==> config.mk <==
export PLATFORM = sky130hd
export DESIGN_NAME = qpn_queue
export DESIGN_NICKNAME = d
export VERILOG_FILES = /design/src/hdl/qpn_queue.sv
export SDC_FILE = /design/constraint.sdc
export NUM_CORES = 1
export LEC_CHECK = 0
export BUFFER_PORTS_ARGS = -buffer_cell sky130_fd_sc_hd__buf_2
export CAP_MARGIN = 20
export CORE_MARGIN = 3
export CORE_UTILIZATION = 25
export DETAILED_ROUTE_END_ITERATION = 7
export PLACE_DENSITY = 0.48
export RECOVER_POWER = 100
export SLEW_MARGIN = 5
export SYNTH_ARGS = -nofsm -noshare
export SYNTH_HDL_FRONTEND = slang
export SYNTH_SLANG_ARGS = --single-unit
==> constraint.sdc <==
create_clock -name i_clk -period 6.2 [get_ports i_clk]
set_input_delay 0.62 -clock i_clk [delete_from_list [all_inputs] [get_ports i_clk]]
set_output_delay 0.62 -clock i_clk [all_outputs]
set_load 0.1 [all_outputs]
==> src/hdl/qpn_queue.sv <==
// qpn_queue: small register FIFO between the front and back parts.
// Depends on nothing but its parameters; DEPTH must be a power of two.
module qpn_queue #(
    parameter int WIDTH = 8,
    parameter int DEPTH = 4
) (
    input  logic             i_clk,
    input  logic             i_rst_n,
    input  logic             i_push,
    input  logic [WIDTH-1:0] i_data,
    output logic             o_full,
    input  logic             i_pop,
    output logic             o_valid,
    output logic [WIDTH-1:0] o_data
);
    localparam int PW = (DEPTH > 1) ? $clog2(DEPTH) : 1;
    localparam int CNW = $clog2(DEPTH + 1);

    logic [WIDTH-1:0] r_mem [DEPTH];
    logic [PW-1:0]    r_wr;
    logic [PW-1:0]    r_rd;
    logic [CNW-1:0]   r_cnt;
    logic             w_push;
    logic             w_pop;

    assign o_full  = (r_cnt == CNW'(DEPTH));
    assign o_valid = (r_cnt != '0);
    assign o_data  = r_mem[r_rd];
    assign w_push  = i_push && !o_full;
    assign w_pop   = i_pop && o_valid;

    // advance pointers and count
    always_ff @(posedge i_clk) begin
        if (!i_rst_n) begin
            r_wr  <= '0;
            r_rd  <= '0;
            r_cnt <= '0;
        end else begin
            if (w_push) r_wr <= r_wr + PW'(1);
            if (w_pop) r_rd <= r_rd + PW'(1);
            if (w_push && !w_pop) r_cnt <= r_cnt + CNW'(1);
            else if (w_pop && !w_push) r_cnt <= r_cnt - CNW'(1);
        end
    end

    // store entries
    always_ff @(posedge i_clk) begin
        if (w_push) r_mem[r_wr] <= i_data;
    end

endmodule

== Yosys cells after proc, flatten, opt, wreduce, memory -nomap -nowiden ==
Memory sizes are Yosys's and may differ from the RTL's. A register that Yosys moved wholly into a read port is not among the register bits.
Index checks and enable logic that the tools add are counted.

* Equality and inequality tests: 1
* Muxes and demuxes: 6
* Reductions and logical operators: 9
* $add $sub $neg: 4

{| class="wikitable"
|+ Operator list
! cell !! number
|-
| 3-bit two-way mux || 2
|-
| 2-bit by 1-bit adder with 2-bit output, second input constant || 2
|-
| 1-bit logical AND || 4
|-
| 2-bit two-way mux || 2
|-
| 3-bit by 1-bit adder with 3-bit output, second input constant || 1
|-
| 3-bit == test, second input constant || 1
|-
| 1-bit logical NOT || 3
|-
| 3-bit nonzero test || 1
|-
| 3-bit by 1-bit subtractor with 3-bit output, second input constant || 1
|-
| 1-bit two-way mux || 2
|-
| 2-bit nonzero test || 1
|}

* Register bits after elaboration: 7
* Memory bits (writable): 32
* Input bits: 12
* Memories kept: 1

{| class="wikitable"
|+ Memories
! name !! words !! bits a word !! read ports !! clocked after memory_dff !! wr ports !! RTL line !! RTL
|-
| r_mem || 4 || 8 || 1 || 1 || 1 || 19 || <nowiki>logic [WIDTH-1:0] r_mem [DEPTH];</nowiki>
|}

== Logic depth before layout (Yosys ltp) ==
* Depth in word-level cells: 7
* Mapped depth: 9
* Depth with buffers taken out: 8

== Least setup slack after synthesis ==
Ideal clock, no wire load.

* Path type: reg-to-reg
* Start: register r_cnt[2]
* End: register r_cnt[2]
* Cell stages (with the launch flop): 10
* Data arrival time: 2.878 ns
* Required time: 6.130 ns
* Library setup time: 0.070 ns
* Period minus slack after synthesis: 2.948 ns
* Slack: 3.252 ns
* Cells stage by stage: dfxtp_1 nor3b_2 nor2b_1 buf_6 ha_1 inv_1 fa_1 xor2_1 or3_1 a21boi_1

* Longest elaborated chain between the ends: 6

{| class="wikitable"
|+ Ends and longest elaborated chain
! element !! RTL line !! RTL
|-
| start: declaration || 22 || <nowiki>logic [CNW-1:0] r_cnt;</nowiki>
|-
| start signal: assignment || 41 || <nowiki>if (w_push && !w_pop) r_cnt <= r_cnt + CNW'(1);</nowiki>
|-
| start signal: assignment || 42 || <nowiki>else if (w_pop && !w_push) r_cnt <= r_cnt - CNW'(1);</nowiki>
|-
| 3-bit == test (*) || 26 || <nowiki>assign o_full = (r_cnt == CNW'(DEPTH));</nowiki>
|-
| named net o_full || 11 || <nowiki>output logic o_full,</nowiki>
|-
| 1-bit logical NOT (*) || 29 || <nowiki>assign w_push = i_push && !o_full;</nowiki>
|-
| 1-bit logical AND (*) || 29 ||
|-
| named net w_push || 23 || <nowiki>logic w_push;</nowiki>
|-
| 1-bit logical NOT || 42 ||
|-
| 1-bit logical AND || 42 ||
|-
| 2-bit nonzero test (no source line) || -- ||
|}

Mark *: on every way through the listed nets, which the timed path passes. The rest lies on a longest branch. The select of a mux whose other input is x is not followed.
A chain may end at the register's enable or synchronous reset.

==> flow_summary.ini <==
[worst_setup_path]
cp_num_buf_inv = 1
crit_type = flip-flop to primary output
cp_slowest_stage_delay_ns = 0.86
crit_family = buffers and inverters
critPathArrivalTime_ns = 2.17
crit_required_ns = 5.58
crit_fanout = 8
critPathLaunchType = flip-flop
crit_path_cell_trace = mux4_2, clkbuf_1
slowest_stage = clkbuf_1
critPathCaptureType = primary output

[logic_synthesis]
yosysMostFrequentCell = edfxtp_1
yosys_warnings = 0
yosys-top-cells-count = edfxtp_1, dfxtp_1, and2_1, mux4_2, ha_1
synth-async-reset-ratio = 0
ys_top_cells_by_area = edfxtp_1, dfxtp_1, mux4_2
syn-num-nets = 108
ys_ff_latch = 41
synth_edf_count = 32
synth_cell_types = 23
syn_inst = 90
synth-main-ff-cell = edfxtp_1
avgSynthCellArea_sq_um = 18.24
yosys.area.top_type_share = 0.5854
yosysTopAreaCell = edfxtp_1
yosysSeqAreaShare = 0.6951
synthesis.area_sq_mm = 0.001642

[clock_tree]
cts_max_level = 2
cts_buffer_depth = 2
numCtsBuffers = 5
clock-root-buffer = clkbuf_8
post_cts_buffers = 0
ctsHoldBuffers = 0
clock_latency_ns = 0.28
cts_tree = built
cts_resized = 0
clkTransAtPathRegs_ns = 0.07
numClockSinks = 41

[route]
dr.pass1.iters = 3
wl_um = 2699
drc = 0
vias = 823
viasPerCell = 4.332
wire_per_inst_um = 14.21
first_iter_violations = 25
ant_nets = 0

[global_routing]
grt_overflow = 0
grt_max_degree = 14
grt_pass1_wl_um = 4512
grt_pass1_vias = 938
grt_usage = 0.08219
antenna_found_initial = 0

[outcome]
status = completed

[sta]
setup_violations = 0
post-route-period-util = 0.4507
fmax_mhz = 357.9
finalMaxSlewViolations = 0
setup_slack_ns = 3.406
slew_headroom = 0.2212
rsz0062_at_grt = false
hold_viol = 0
fin_tns_setup_ns = 0
final.setup_skew_ns = 0.003921
tightestPinTransition_ns = 1.173
fin_crit_ns = 2.794

[finish]
regArea_sq_mm = 0.001141
antenna_cells = 0
final_nets = 132
nFillCells = 583
drive_above_1_share = 0.1652
multi_input_area_sq_um = 455.4
syn2layout_area_growth_pct = 15.40

[die]
coreArea_sq_mm = 0.006131
io_pins = 22
die-area_sq_mm = 0.007574
start_util = 0.2678
die_h_um = 87.03
die_w_um = 87.03
num_rows = 28

[job]
cap_violations = 0

[placed_design]
io_buffers = 21
pre_cts_slack_ns = 3.635
gp_congestion = 0.7803
dp_hpwl_um = 1926

[worst_hold_path]
hold_class = flip-flop to flip-flop
[cell usage in the layout, fill, tap and decap left out, drive strengths merged]
cell type / synthesis / routed
o311ai: 1 / 1
buf: 3 / 3
clkbuf: 1 / 23
ha: 5 / 5
xnor2: 3 / 3
nor2b: 2 / 2
nor3b: 1 / 1
clkinvlp: 0 / 1
mux2i: 3 / 3
xor2: 1 / 1
nand2: 4 / 4
fa: 1 / 1
o21ai: 1 / 1
dfxtp: 9 / 9
mux4: 8 / 8
or3: 2 / 2
a21boi: 1 / 1
bufinv: 0 / 1
edfxtp: 32 / 32
and2: 8 / 8
inv: 3 / 3
clkinv: 0 / 1
o31ai: 1 / 1
[flip-flops by register name, indices dropped and copies added (netlist names), named ones only]
| name | flops |
|---|---|
| r_cnt | 3 |
| r_mem | 32 |
| r_rd | 2 |
| r_wr | 2 |
[routing by layer]
layer,GRT usage,wire length [um],vias up
li1,-,-,385
met1,0.09228,1104,409
met3,0.02838,160,7
met5,0,0,-
met4,0.03824,44,0
met2,0.1394,1389,22
[final timing paths]
check | startpoint | end | slack, ns | cells past startpoint
max | flip-flop | o_data[5] | 3.41 | 2
min reg2reg | r_wr[1] | r_wr[1] | 0.51 | 2
min | r_wr[1] | r_wr[1] | 0.51 | 2
max reg2reg | r_cnt[0] | r_cnt[2] | 3.76 | 8
[stage by stage]
step	std cells	hold slack, ns	area (sq um)	utilization
after floorplan	90	0.4677	1642	-
after global placement	182	0.4838	1817	0.2963
after detailed placement	182	0.5054	1817	0.2963
after CTS	190	0.5164	1927	0.3143
after global routing	190	0.5512	1894	0.3090
final	190	0.5115	1894	0.3090
[worst register-to-register path: stages (launching register included)]
cell	delay [ns]
dfxtp_1	0.45
nor3b_1	0.10
nor2b_1	0.42
ha_1	0.29
inv_1	0.07
fa_1	0.38
xor2_1	0.16
or3_1	0.31
a21boi_0	0.18
[logic make-up after synthesis]
kind of cell	count (synthesis)	synth area share
adder cells (fa/ha/maj)	6	0.05031
AND/OR/NAND/NOR	17	0.06326
flip-flops	41	0.6951
XOR/XNOR	4	0.02135
buffers and inverters	7	0.02133
AO/OA/AOI/OAI	4	0.02058
multiplexers	11	0.1280
[cell type report]
class,count,area share
Tap cell,75,0.04954
Clock inverter,3,0.02180
Timing Repair Buffer,21,0.04359
Multi-Input combinational cell,42,0.2404
Inverter,3,0.005945
Clock buffer,5,0.03633
Sequential cell,41,0.6024
Power is not shown: default switching activity piles up to over one toggle a cycle in this logic, so the estimate is an artifact.
